--- config.mk ---
export PLATFORM = sky130hd
export DESIGN_NAME = io_translator_mailbox_flat
export DESIGN_NICKNAME = d
export VERILOG_FILES = /design/src/design/iotm_pkg.sv /design/src/design/iotm_if.sv /design/src/design/iotm_fifo.sv /design/src/design/iotm_front.sv /design/src/design/iotm_exec.sv /design/src/design/io_translator_mailbox.sv /design/src/flat_wrapper.sv
export SDC_FILE = /design/constraint.sdc
export NUM_CORES = 1
export LEC_CHECK = 0
export BUFFER_PORTS_ARGS = -buffer_cell sky130_fd_sc_hd__buf_2
export CAP_MARGIN = 20
export CORE_AREA = 4 4 163 165
export DETAILED_ROUTE_END_ITERATION = 8
export DIE_AREA = 0 0 167 169
export GPL_ROUTABILITY_DRIVEN = 1
export PLACE_DENSITY = 0.55
export SETUP_SLACK_MARGIN = 0.2
export SLEW_MARGIN = 20
export SYNTH_ARGS = -nofsm -noshare
export SYNTH_HDL_FRONTEND = slang
export SYNTH_HIERARCHICAL = 1
export SYNTH_SLANG_ARGS = --single-unit
--- constraint.sdc ---
create_clock -name clk -period 4.32 [get_ports clk]
set_input_delay 0.216 -clock clk [delete_from_list [all_inputs] [get_ports clk]]
set_output_delay 0.216 -clock clk [all_outputs]
set_load 0.03 [all_outputs]
--- src/design/iotm_pkg.sv ---
`default_nettype none
package iotm_pkg;

    localparam int CONTROL_REG_COUNT = 32;
    localparam int BURST_LENGTH      = 256;
    localparam int MSG_BUFFER_SIZE   = 512;

    localparam int CREG_IDX_W = $clog2(CONTROL_REG_COUNT);
    localparam int BURST_W    = $clog2(BURST_LENGTH + 1);
    localparam int MSG_W      = (MSG_BUFFER_SIZE > 2) ? $clog2(MSG_BUFFER_SIZE) : 1;
    localparam int MAP_W      = 31;
    localparam int Q_DEPTH    = 2;
    localparam int Q_PTR_W    = $clog2(Q_DEPTH);
    localparam int Q_CNT_W    = $clog2(Q_DEPTH + 1);

    localparam logic [2:0] OP_STATUS  = 3'd0;
    localparam logic [2:0] OP_READ_IN = 3'd1;
    localparam logic [2:0] OP_CTRL    = 3'd2;
    localparam logic [2:0] OP_OUT     = 3'd3;
    localparam logic [2:0] OP_ACK     = 3'd4;

    localparam logic [7:0] STAT_LAST_BYTE  = 8'h04;
    localparam logic [7:0] STAT_RESET_DONE = 8'h08;
    localparam logic [7:0] STAT_READ_MASK  = 8'h7e;
    localparam logic [7:0] ACK_VECTOR      = 8'h58;
    localparam logic [7:0] EMPTY_READ      = 8'hff;

    localparam int CTRL_RESET_BIT = 0;
    localparam int CTRL_COM_BIT   = 1;
    localparam int CTRL_END_BIT   = 2;
    localparam int CTRL_HOLD_BIT  = 7;

    localparam logic [1:0] REASON_NONE  = 2'd0;
    localparam logic [1:0] REASON_BURST = 2'd1;
    localparam logic [1:0] REASON_RESET = 2'd3;

    localparam logic [3:0] GRP_CREG_LO   = 4'h8;
    localparam logic [3:0] GRP_CREG_HI   = 4'h9;
    localparam logic [3:0] GRP_MESSAGE   = 4'hA;
    localparam logic [3:0] GRP_ATN       = 4'hB;

    localparam logic [CREG_IDX_W-1:0] AUX_REG_IDX = CREG_IDX_W'(16);
    localparam logic [7:0] AUX_REG_RESET = 8'h02;
    localparam int         MY_ADDR       = 21;

    typedef enum logic [2:0] {
        ACC_NONE,
        ACC_STATUS,
        ACC_READ_IN,
        ACC_CTRL,
        ACC_OUT,
        ACC_ACK
    } acc_kind_t;

    typedef enum logic [2:0] {
        CMD_STAT_READ,
        CMD_BURST_ARM,
        CMD_AUX_READ,
        CMD_MY_TALK,
        CMD_MY_LISTEN,
        CMD_IGNORE,
        CMD_CREG_READ,
        CMD_KEEP
    } cmd_kind_t;

    typedef enum logic [2:0] {
        ATN_NONE,
        ATN_LISTEN,
        ATN_UNLISTEN,
        ATN_TALK,
        ATN_UNTALK
    } atn_kind_t;

    typedef struct packed {
        acc_kind_t  kind;
        logic [7:0] wdata;
        cmd_kind_t  cmd;
        atn_kind_t  atn;
        logic [4:0] atn_bit;
    } acc_t;

    function automatic logic [7:0] status_entry(input logic [3:0] idx);
        logic [7:0] val;
        case (idx)
            4'h0:    val = 8'h01;
            4'h2:    val = 8'hFC;
            4'h4:    val = 8'h22;
            4'h5:    val = 8'hA0;
            4'h6:    val = 8'h01;
            default: val = 8'h00;
        endcase
        return val;
    endfunction

endpackage
`default_nettype wire

--- src/design/iotm_if.sv ---
`default_nettype none
interface iotm_req_if;
    logic       valid;
    logic       ready;
    logic [2:0] op;
    logic [7:0] wdata;

    modport source (output valid, output op, output wdata, input ready);
    modport sink (input valid, input op, input wdata, output ready);
endinterface

interface iotm_rsp_if;
    import iotm_pkg::*;
    logic                 valid;
    logic                 ready;
    logic [7:0]           rdata;
    logic                 int_request;
    logic [1:0]           int_reason;
    logic [MAP_W-1:0]     listen_map;
    logic [MAP_W-1:0]     talk_map;
    logic                 message_end;
    logic [8:0]           message_length;

    modport source (output valid, output rdata, output int_request, output int_reason,
                    output listen_map, output talk_map, output message_end,
                    output message_length, input ready);
    modport sink (input valid, input rdata, input int_request, input int_reason,
                  input listen_map, input talk_map, input message_end,
                  input message_length, output ready);
endinterface
`default_nettype wire

--- src/design/iotm_fifo.sv ---
`default_nettype none
module iotm_fifo (
    input  wire                clk,
    input  wire                rst_n,
    input  wire                push,
    input  iotm_pkg::acc_t     push_data,
    output logic               full,
    input  wire                pop,
    output iotm_pkg::acc_t     pop_data,
    output logic               not_empty
);
    import iotm_pkg::*;

    acc_t                 slot_reg [Q_DEPTH];
    logic [Q_PTR_W-1:0]   wr_ptr_reg, wr_ptr_next;
    logic [Q_PTR_W-1:0]   rd_ptr_reg, rd_ptr_next;
    logic [Q_CNT_W-1:0]   count_reg, count_next;

    assign full      = (count_reg == Q_CNT_W'(Q_DEPTH));
    assign not_empty = (count_reg != '0);
    assign pop_data  = slot_reg[rd_ptr_reg];

    always_comb
    begin
        wr_ptr_next = push ? Q_PTR_W'(wr_ptr_reg + 1'b1) : wr_ptr_reg;
        rd_ptr_next = pop ? Q_PTR_W'(rd_ptr_reg + 1'b1) : rd_ptr_reg;
        count_next  = count_reg;
        if (push && !pop)
        begin
            count_next = Q_CNT_W'(count_reg + 1'b1);
        end
        else if (pop && !push)
        begin
            count_next = Q_CNT_W'(count_reg - 1'b1);
        end
    end

    always_ff @(posedge clk or negedge rst_n)
    begin
        if (!rst_n)
        begin
            wr_ptr_reg <= '0;
            rd_ptr_reg <= '0;
            count_reg  <= '0;
        end
        else
        begin
            wr_ptr_reg <= wr_ptr_next;
            rd_ptr_reg <= rd_ptr_next;
            count_reg  <= count_next;
        end
    end

    always_ff @(posedge clk)
    begin
        if (push)
        begin
            slot_reg[wr_ptr_reg] <= push_data;
        end
    end
endmodule
`default_nettype wire

--- src/design/iotm_front.sv ---
`default_nettype none
module iotm_front (
    iotm_req_if.sink        req,
    input  wire             q_full,
    output logic            push,
    output iotm_pkg::acc_t  push_data
);
    import iotm_pkg::*;

    logic [6:0] low7;
    logic [3:0] grp;
    logic [3:0] sub;

    assign req.ready = !q_full;
    assign push      = req.valid && !q_full;
    assign low7      = req.wdata[6:0];
    assign grp       = req.wdata[7:4];
    assign sub       = req.wdata[3:0];

    always_comb
    begin
        push_data.wdata   = req.wdata;
        push_data.atn_bit = req.wdata[4:0];

        case (req.op)
            OP_STATUS:  push_data.kind = ACC_STATUS;
            OP_READ_IN: push_data.kind = ACC_READ_IN;
            OP_CTRL:    push_data.kind = ACC_CTRL;
            OP_OUT:     push_data.kind = ACC_OUT;
            OP_ACK:     push_data.kind = ACC_ACK;
            default:    push_data.kind = ACC_NONE;
        endcase

        // command byte decode
        case (grp)
            4'h0:    push_data.cmd = CMD_STAT_READ;
            4'h2:    push_data.cmd = (sub == 4'h0) ? CMD_BURST_ARM : CMD_KEEP;
            4'h4:
            begin
                case (sub)
                    4'h4:    push_data.cmd = CMD_AUX_READ;
                    4'h5:    push_data.cmd = CMD_MY_TALK;
                    4'h6:    push_data.cmd = CMD_MY_LISTEN;
                    default: push_data.cmd = CMD_KEEP;
                endcase
            end
            4'h5, 4'h6, 4'hC, 4'hD: push_data.cmd = CMD_IGNORE;
            4'h7:    push_data.cmd = CMD_CREG_READ;
            default: push_data.cmd = CMD_KEEP;
        endcase

        // addressing byte decode, parity bit ignored
        if (low7 == 7'h3f)
        begin
            push_data.atn = ATN_UNLISTEN;
        end
        else if (low7 == 7'h5f)
        begin
            push_data.atn = ATN_UNTALK;
        end
        else if (low7[6:5] == 2'b01)
        begin
            push_data.atn = ATN_LISTEN;
        end
        else if (low7[6:5] == 2'b10)
        begin
            push_data.atn = ATN_TALK;
        end
        else
        begin
            push_data.atn = ATN_NONE;
        end
    end
endmodule
`default_nettype wire

--- src/design/iotm_exec.sv ---
`default_nettype none
module iotm_exec (
    input  wire             clk,
    input  wire             rst_n,
    input  wire             q_valid,
    input  iotm_pkg::acc_t  q_data,
    output logic            pop,
    iotm_rsp_if.source      rsp
);
    import iotm_pkg::*;

    logic [7:0]         status_reg, status_next;
    logic               in_full_reg, in_full_next;
    logic [7:0]         mbox_reg [2];
    logic [7:0]         mbox_next [2];
    logic [1:0]         mbox_pos_reg, mbox_pos_next;
    logic [1:0]         mbox_left_reg, mbox_left_next;
    logic [7:0]         aux_reg, aux_next;
    logic [7:0]         last_cmd_reg, last_cmd_next;
    logic [MAP_W-1:0]   listen_reg, listen_next;
    logic [MAP_W-1:0]   talk_reg, talk_next;
    logic [MSG_W-1:0]   msg_cnt_reg, msg_cnt_next;
    logic [BURST_W-1:0] burst_left_reg, burst_left_next;
    logic               burst_on_reg, burst_on_next;
    logic               burst_tail_reg, burst_tail_next;
    logic [7:0]         ctrl_reg, ctrl_next;
    logic [1:0]         pending_reg, pending_next;

    logic               out_valid_reg;
    logic [7:0]         out_rdata_reg, out_rdata_next;
    logic               out_irq_reg, out_irq_next;
    logic [1:0]         out_reason_reg, out_reason_next;
    logic               out_mend_reg, out_mend_next;

    logic [7:0]         v;
    logic [3:0]         last_grp;
    logic [BURST_W-1:0] burst_dec;
    logic [MAP_W-1:0]   atn_mask;

    assign pop                = q_valid && (!out_valid_reg || rsp.ready);
    assign v                  = q_data.wdata;
    assign last_grp           = last_cmd_reg[7:4];
    assign burst_dec          = (burst_left_reg == '0) ? '0 :
                                BURST_W'(burst_left_reg - 1'b1);
    assign atn_mask           = MAP_W'(1) << q_data.atn_bit;

    assign rsp.valid          = out_valid_reg;
    assign rsp.rdata          = out_rdata_reg;
    assign rsp.int_request    = out_irq_reg;
    assign rsp.int_reason     = out_reason_reg;
    assign rsp.listen_map     = listen_reg;
    assign rsp.talk_map       = talk_reg;
    assign rsp.message_end    = out_mend_reg;
    assign rsp.message_length = 9'(msg_cnt_reg);

    always_comb
    begin
        status_next     = status_reg;
        in_full_next    = in_full_reg;
        mbox_next[0]    = mbox_reg[0];
        mbox_next[1]    = mbox_reg[1];
        mbox_pos_next   = mbox_pos_reg;
        mbox_left_next  = mbox_left_reg;
        aux_next        = aux_reg;
        last_cmd_next   = last_cmd_reg;
        listen_next     = listen_reg;
        talk_next       = talk_reg;
        msg_cnt_next    = msg_cnt_reg;
        burst_left_next = burst_left_reg;
        burst_on_next   = burst_on_reg;
        burst_tail_next = burst_tail_reg;
        ctrl_next       = ctrl_reg;
        pending_next    = pending_reg;
        out_rdata_next  = '0;
        out_irq_next    = 1'b0;
        out_reason_next = REASON_NONE;
        out_mend_next   = 1'b0;

        case (q_data.kind)
            ACC_STATUS:
            begin
                out_rdata_next = (status_reg & STAT_READ_MASK) | {7'd0, in_full_reg};
            end
            ACC_READ_IN:
            begin
                out_rdata_next = EMPTY_READ;
                if (mbox_left_reg != 2'd0)
                begin
                    if (in_full_reg)
                    begin
                        out_rdata_next = mbox_reg[mbox_pos_reg[0]];
                        mbox_pos_next  = 2'(mbox_pos_reg + 2'd1);
                        mbox_left_next = 2'(mbox_left_reg - 2'd1);
                        in_full_next   = 1'b0;
                    end
                    if (mbox_left_next == 2'd0)
                    begin
                        status_next = status_reg | STAT_LAST_BYTE;
                    end
                    else
                    begin
                        status_next  = status_reg & ~STAT_LAST_BYTE;
                        in_full_next = 1'b1;
                    end
                end
            end
            ACC_CTRL:
            begin
                ctrl_next = v;
                if (v[CTRL_RESET_BIT] && !ctrl_reg[CTRL_RESET_BIT])
                begin
                    status_next = STAT_RESET_DONE;
                end
                if (ctrl_reg[CTRL_HOLD_BIT] && !v[CTRL_HOLD_BIT])
                begin
                    pending_next    = REASON_RESET;
                    out_irq_next    = 1'b1;
                    out_reason_next = REASON_RESET;
                end
            end
            ACC_OUT:
            begin
                if (burst_on_reg)
                begin
                    burst_left_next = burst_dec;
                    if (burst_dec == '0)
                    begin
                        burst_on_next   = 1'b0;
                        burst_tail_next = 1'b1;
                        pending_next    = REASON_BURST;
                        out_irq_next    = 1'b1;
                        out_reason_next = REASON_BURST;
                    end
                end
                else if (burst_tail_reg)
                begin
                    burst_tail_next = 1'b0;
                end
                else if (ctrl_reg[CTRL_COM_BIT])
                begin
                    last_cmd_next = v;
                    case (q_data.cmd)
                        CMD_STAT_READ:
                        begin
                            mbox_next[0]   = status_entry(v[3:0]);
                            mbox_pos_next  = 2'd0;
                            mbox_left_next = 2'd1;
                            status_next    = STAT_LAST_BYTE;
                            in_full_next   = 1'b1;
                            last_cmd_next  = 8'(v + 8'd1);
                        end
                        CMD_BURST_ARM:
                        begin
                            burst_left_next = BURST_W'(BURST_LENGTH);
                            burst_on_next   = 1'b1;
                        end
                        CMD_AUX_READ:
                        begin
                            mbox_next[0]   = 8'h00;
                            mbox_pos_next  = 2'd0;
                            mbox_left_next = 2'd1;
                            status_next    = STAT_LAST_BYTE;
                            in_full_next   = 1'b1;
                        end
                        CMD_MY_TALK:   talk_next[MY_ADDR]   = 1'b1;
                        CMD_MY_LISTEN: listen_next[MY_ADDR] = 1'b1;
                        CMD_IGNORE:    last_cmd_next = last_cmd_reg;
                        CMD_CREG_READ:
                        begin
                            mbox_next[0]   = aux_reg;
                            mbox_pos_next  = 2'd0;
                            mbox_left_next = 2'd1;
                            status_next    = STAT_LAST_BYTE;
                            in_full_next   = 1'b1;
                        end
                        default:       last_cmd_next = v;
                    endcase
                end
                else
                begin
                    case (last_grp)
                        GRP_CREG_LO, GRP_CREG_HI:
                        begin
                            // only the aux register is ever read back
                            if (last_cmd_reg[CREG_IDX_W-1:0] == AUX_REG_IDX)
                            begin
                                aux_next = v;
                            end
                            last_cmd_next = 8'(last_cmd_reg + 8'd1);
                        end
                        GRP_MESSAGE:
                        begin
                            if (msg_cnt_reg != MSG_W'(MSG_BUFFER_SIZE - 1))
                            begin
                                msg_cnt_next = MSG_W'(msg_cnt_reg + 1'b1);
                            end
                            out_mend_next = ctrl_reg[CTRL_END_BIT];
                        end
                        GRP_ATN:
                        begin
                            case (q_data.atn)
                                ATN_LISTEN:   listen_next = listen_reg | atn_mask;
                                ATN_UNLISTEN: listen_next = '0;
                                ATN_TALK:     talk_next = talk_reg | atn_mask;
                                ATN_UNTALK:
                                begin
                                    talk_next    = '0;
                                    msg_cnt_next = '0;
                                end
                                default:      listen_next = listen_reg;
                            endcase
                        end
                        default: last_cmd_next = last_cmd_reg;
                    endcase
                end
            end
            ACC_ACK:
            begin
                out_rdata_next = ACK_VECTOR;
                mbox_next[0]   = {6'd0, pending_reg};
                mbox_next[1]   = {6'd0, pending_reg};
                mbox_pos_next  = 2'd0;
                mbox_left_next = 2'd2;
                status_next    = 8'h00;
                in_full_next   = 1'b1;
            end
            default: out_rdata_next = '0;
        endcase
    end

    always_ff @(posedge clk or negedge rst_n)
    begin
        if (!rst_n)
        begin
            status_reg     <= '0;
            in_full_reg    <= 1'b0;
            mbox_reg[0]    <= '0;
            mbox_reg[1]    <= '0;
            mbox_pos_reg   <= '0;
            mbox_left_reg  <= '0;
            aux_reg        <= AUX_REG_RESET;
            last_cmd_reg   <= '0;
            listen_reg     <= '0;
            talk_reg       <= '0;
            msg_cnt_reg    <= '0;
            burst_left_reg <= '0;
            burst_on_reg   <= 1'b0;
            burst_tail_reg <= 1'b0;
            ctrl_reg       <= '0;
            pending_reg    <= '0;
            out_valid_reg  <= 1'b0;
        end
        else
        begin
            if (pop)
            begin
                status_reg     <= status_next;
                in_full_reg    <= in_full_next;
                mbox_reg[0]    <= mbox_next[0];
                mbox_reg[1]    <= mbox_next[1];
                mbox_pos_reg   <= mbox_pos_next;
                mbox_left_reg  <= mbox_left_next;
                aux_reg        <= aux_next;
                last_cmd_reg   <= last_cmd_next;
                listen_reg     <= listen_next;
                talk_reg       <= talk_next;
                msg_cnt_reg    <= msg_cnt_next;
                burst_left_reg <= burst_left_next;
                burst_on_reg   <= burst_on_next;
                burst_tail_reg <= burst_tail_next;
                ctrl_reg       <= ctrl_next;
                pending_reg    <= pending_next;
                out_valid_reg  <= 1'b1;
            end
            else if (rsp.ready)
            begin
                out_valid_reg <= 1'b0;
            end
        end
    end

    always_ff @(posedge clk)
    begin
        if (pop)
        begin
            out_rdata_reg  <= out_rdata_next;
            out_irq_reg    <= out_irq_next;
            out_reason_reg <= out_reason_next;
            out_mend_reg   <= out_mend_next;
        end
    end
endmodule
`default_nettype wire

--- src/design/io_translator_mailbox.sv ---
// io translator mailbox: host side of a bus translator
// req channel: one beat per host bus access (op, wdata); ops are status read,
//   input byte read, control write, output write and interrupt acknowledge
// rsp channel: exactly one beat per req beat, in order, carrying read data,
//   interrupt request and reason, listener and talker maps, end-of-message
//   flag and message byte count after the access
// a taken req beat is queued and then retired into the output register
// throughput: one access per cycle while rsp is ready; the front decodes
//   each beat into a two-entry queue and the back retires one queue entry per
//   cycle into the output register
// when rsp stalls the output register holds its beat, the queue fills and
//   req.ready drops once both queue entries are taken
// reset (rst_n low, asynchronous) empties the queue and output register and
//   loads the power-on state: mailbox empty, maps and counts clear, aux
//   control register at 2; accesses are taken in the first cycle after reset
`default_nettype none
module io_translator_mailbox (
    input  wire          clk,
    input  wire          rst_n,
    iotm_req_if.sink     req,
    iotm_rsp_if.source   rsp
);
    import iotm_pkg::*;

    logic q_full;
    logic q_push;
    acc_t q_push_data;
    logic q_pop;
    acc_t q_pop_data;
    logic q_valid;

    iotm_front u_front (
        .req       (req),
        .q_full    (q_full),
        .push      (q_push),
        .push_data (q_push_data)
    );

    iotm_fifo u_fifo (
        .clk       (clk),
        .rst_n     (rst_n),
        .push      (q_push),
        .push_data (q_push_data),
        .full      (q_full),
        .pop       (q_pop),
        .pop_data  (q_pop_data),
        .not_empty (q_valid)
    );

    iotm_exec u_exec (
        .clk     (clk),
        .rst_n   (rst_n),
        .q_valid (q_valid),
        .q_data  (q_pop_data),
        .pop     (q_pop),
        .rsp     (rsp)
    );
endmodule
`default_nettype wire

--- src/flat_wrapper.sv ---
// flat-port wrapper written by rule: the top's interface ports become plain ports
module io_translator_mailbox_flat import iotm_pkg::*;
  (clk, rst_n, req_valid, req_op, req_wdata, req_ready, rsp_valid, rsp_rdata, rsp_int_request, rsp_int_reason, rsp_listen_map, rsp_talk_map, rsp_message_end, rsp_message_length, rsp_ready);
  iotm_req_if req_i ();
  iotm_rsp_if rsp_i ();
  input  wire clk;
  input  wire rst_n;
  input wire logic [$bits(req_i.valid)-1:0] req_valid;
  input wire logic [$bits(req_i.op)-1:0] req_op;
  input wire logic [$bits(req_i.wdata)-1:0] req_wdata;
  output wire logic [$bits(req_i.ready)-1:0] req_ready;
  output wire logic [$bits(rsp_i.valid)-1:0] rsp_valid;
  output wire logic [$bits(rsp_i.rdata)-1:0] rsp_rdata;
  output wire logic [$bits(rsp_i.int_request)-1:0] rsp_int_request;
  output wire logic [$bits(rsp_i.int_reason)-1:0] rsp_int_reason;
  output wire logic [$bits(rsp_i.listen_map)-1:0] rsp_listen_map;
  output wire logic [$bits(rsp_i.talk_map)-1:0] rsp_talk_map;
  output wire logic [$bits(rsp_i.message_end)-1:0] rsp_message_end;
  output wire logic [$bits(rsp_i.message_length)-1:0] rsp_message_length;
  input wire logic [$bits(rsp_i.ready)-1:0] rsp_ready;
  assign req_i.valid = req_valid;
  assign req_i.op = req_op;
  assign req_i.wdata = req_wdata;
  assign req_ready = req_i.ready;
  assign rsp_valid = rsp_i.valid;
  assign rsp_rdata = rsp_i.rdata;
  assign rsp_int_request = rsp_i.int_request;
  assign rsp_int_reason = rsp_i.int_reason;
  assign rsp_listen_map = rsp_i.listen_map;
  assign rsp_talk_map = rsp_i.talk_map;
  assign rsp_message_end = rsp_i.message_end;
  assign rsp_message_length = rsp_i.message_length;
  assign rsp_i.ready = rsp_ready;
  io_translator_mailbox u_core (.clk(clk), .rst_n(rst_n), .req(req_i), .rsp(rsp_i));
endmodule
==> out/qor.yml <==
sta:
  min_period_ps: 3270
  final-setup-viol-count: 0
  slew_headroom_pct: 28.2
  rsz0062_at_grt: "false"
  tightest_slew_ps: 1070
  worst_slack_ps: 1050
  max_freq_ghz: 0.306
  final_hold_viol_count: 0
  period_share_pct: 75.7
  report.final.slew_viol_count: 0
  timing.clock.skew_ps: 16.7
  tns_ps: 0
critical_path:
  crit_path_max_fanout: 11
  crit_arrival_ps: 3580
  worst_r2r_path_depth: 9
  r2r-start: "u_core/u_exec/rsp.message_length[0]$_DFFE_PN0P_"
  worst_setup_path_start_kind: "flip-flop"
  worstReg2RegEnd: "u_core/u_exec/rsp.message_length[3]$_DFFE_PN0P_"
  rrSetupSlack_ps: 1050
  crit_type: "reg2reg"
  end_kind: "flip-flop"
  worstPathRequired_ps: 4630
die:
  die_w_microns: 167
  die_h_microns: 169
  die-area_sq_mm: 0.0282
  num_rows: 58
  fp.coreArea_sq_mm: 0.0250
  start_util_pct: 34.6
  ios: 100
run:
  cap_violations: 0
synth:
  ys_warn_count: 6
  synthTopCellsByArea: "dfrtp_1 36%, edfxtp_1 19%, nor2_1 4.7%"
  synth_seq_area_share_pct: 55.1
  ys_types: 71
  synth.most_common_cell: "dfrtp_1"
  synth_top_cell_area_share_pct: 35.8
  syn_inst: 814
  synth_top_cell_by_area: "dfrtp_1"
  synthArstFlopShare_pct: 69.4
  synth_fp_nets: 842
  syn_area_per_cell_sq_um: 10.7
  synth_ff_type: "dfrtp_1"
  netlist_area_sq_mm: 0.00867
  ys_ff_latch: 180
  synth-edff-count: 55
  synth_commonest_cells: "124 x dfrtp_1, 109 x nor2_1, 58 x a21oi_1, 55 x edfxtp_1, 52 x nand2_1"
min_path:
  min_to: "u_core/u_fifo/slot_reg[1][0]$_DFFE_PP_"
  min_from: "req_wdata[0]"
  holdPathStages: 1
  min_path_type: "in2reg"
clock_network:
  clkLatencyLatePin_ps: 440
  root_buffer: "clkbuf_16"
  cts_buffers: 17
  cts.path.max_buffers: 2
  htree_levels: 4
  cts_sinks: 180
  cts_tree: "yes"
  clkTransAtPathRegs_ps: 80
  cts_resized: 0
detailed_routing:
  vias_per_cell: 5.15
  drt-initial-drc-count: 581
  drc: 0
  drt-met1-wl_mm: 10.2
  dr_total_vias: 6343
  ant_nets: 0
  wl_met3_microns: 729
  routed_wl_mm: 21.1
  routed.top_layer: "met4"
  routedWlPerCell_microns: 17.1
  wl_met2_mm: 9.82
  drt_pass1_iterations: 5
cells_and_area:
  multi_input_area_sq_mm: 0.00349
  antenna_cells: 0
  drive_above_1_share_pct: 22.0
  final_area_sq_mm: 0.0100
  largest_reg_flops: 44
  ff_latch_area_sq_mm: 0.00478
  nNetsFinal: 917
  n_fill_cell: 2471
  syn2layout_area_growth_pct: 15.6
grt:
  grt-ovfl-total: 0
  grt_pass1_vias: 6238
  grt_max_degree: 70
  grt_pass1_wl_mm: 34.7
  grt_usage_pct: 15.1
  antenna_found_initial: 0
power_and_ir_drop:
  power_mw: 5.76
  powerDensity_mw_per_mm2: 574
  vdd_drop_max_v: 0.000276
  cellLeakagePower_nw: 4.46
place:
  dpl_cell_area_sq_mm: 0.00935
  dp.final_hpwl_mm: 14.7
  io_buffers: 99
  gp_congestion: 0.829
  pre_cts_ws_ps: 1090
outcome:
  status: "finished, final reports clean"
-- per-stage QoR --
step	util [%]	std cells	hold WS (ps)
6_report	40.1	1232	66.0
2_1_floorplan	-	814	-79.6
4_1_cts	40.1	1232	52.8
3_5_place_dp	37.4	1198	402
3_3_place_gp	37.4	1198	407
5_1_grt	40.1	1232	61.7
-- critical path, stage by stage, from the launching register on --
cell and delay (ps):
dfrtp_1 420, ha_1 240, and3_1 210, and3_1 210, and3_1 200, ha_1 180, nor3_1 710, o21ai_0 570
o21ai_0 290, o21ai_0 110
-- logic make-up after synthesis --
kind of cell / synth area share [%]
and+or+nand+nor: 17.6
AOI/OAI and AO/OA: 13.8
DFF: 55.1
buffers and inverters: 4.75
muxes: 5.01
xor gates and xnor gates: 1.82
adders and majority gates: 1.88
-- routing by layer --
layer,up-vias,global-route usage [%]
met2,118,23.7
met4,0,4.55
met3,26,2.71
met5,-,0
met1,3123,21.5
li1,3076,-
-- worst max path at each step --
| stage | start | endpoint | cells after the start |
|---|---|---|---|
| after floorplan | u_core/u_exec/rsp.message_length[0]$_DFFE_PN0P_ | u_core/u_exec/rsp.message_length[7]$_DFFE_PN0P_ | 10 |
| after global placement | u_core/u_exec/rsp.message_length[0]$_DFFE_PN0P_ | u_core/u_exec/rsp.message_length[6]$_DFFE_PN0P_ | 9 |
| after detailed placement | u_core/u_exec/rsp.message_length[0]$_DFFE_PN0P_ | u_core/u_exec/rsp.message_length[3]$_DFFE_PN0P_ | 9 |
| after CTS | u_core/u_exec/rsp.message_length[0]$_DFFE_PN0P_ | u_core/u_exec/rsp.message_length[3]$_DFFE_PN0P_ | 9 |
| after global routing | u_core/u_exec/rsp.message_length[0]$_DFFE_PN0P_ | u_core/u_exec/rsp.message_length[2]$_DFFE_PN0P_ | 9 |
| final | u_core/u_exec/rsp.message_length[0]$_DFFE_PN0P_ | u_core/u_exec/rsp.message_length[3]$_DFFE_PN0P_ | 9 |
-- where the power goes --
group / internal [mW] / total (mW) / switching [mW]
logic: 0.634 / 1.80 / 1.17
registers: 2.08 / 2.29 / 0.215
clock network: 0.828 / 1.66 / 0.834
total: 3.54 / 5.76 / 2.22
-- cells in the final DEF, fill, tap and decap left out, types with 5 or more instances in the layout --
cell type,n
o31ai_1,8
buf_2,98
xnor2_1,8
and3_1,10
inv_12,7
inv_1,22
nand2_1,52
dfrtp_1,124
a21oi_1,58
nor2b_1,13
nor2_1,109
o21ai_0,45
xor2_1,10
nor3b_1,7
clkbuf_16,17
o21a_1,6
o211ai_1,5
nand2b_1,9
nand4_1,5
a31oi_1,37
ha_1,13
nor3_1,15
nand3_1,22
and2_1,8
buf_4,12
mux2_2,35
edfxtp_1,55
-- cell type report --
type,count,area share [%]
flip-flops and latches,180,47.7
multi-input cells,555,34.8
repair buffers,112,5.99
clock buffers,17,4.24
well taps,330,4.12
clock inverters,15,2.30
inverters,23,0.861
-- what timing repair did --
item	4_1_cts	5_1_grt
endpoints found under the hold margin	68	0
buffers inserted	0	0
hold buffers	2	0
Power figures use the tool's default switching activity.
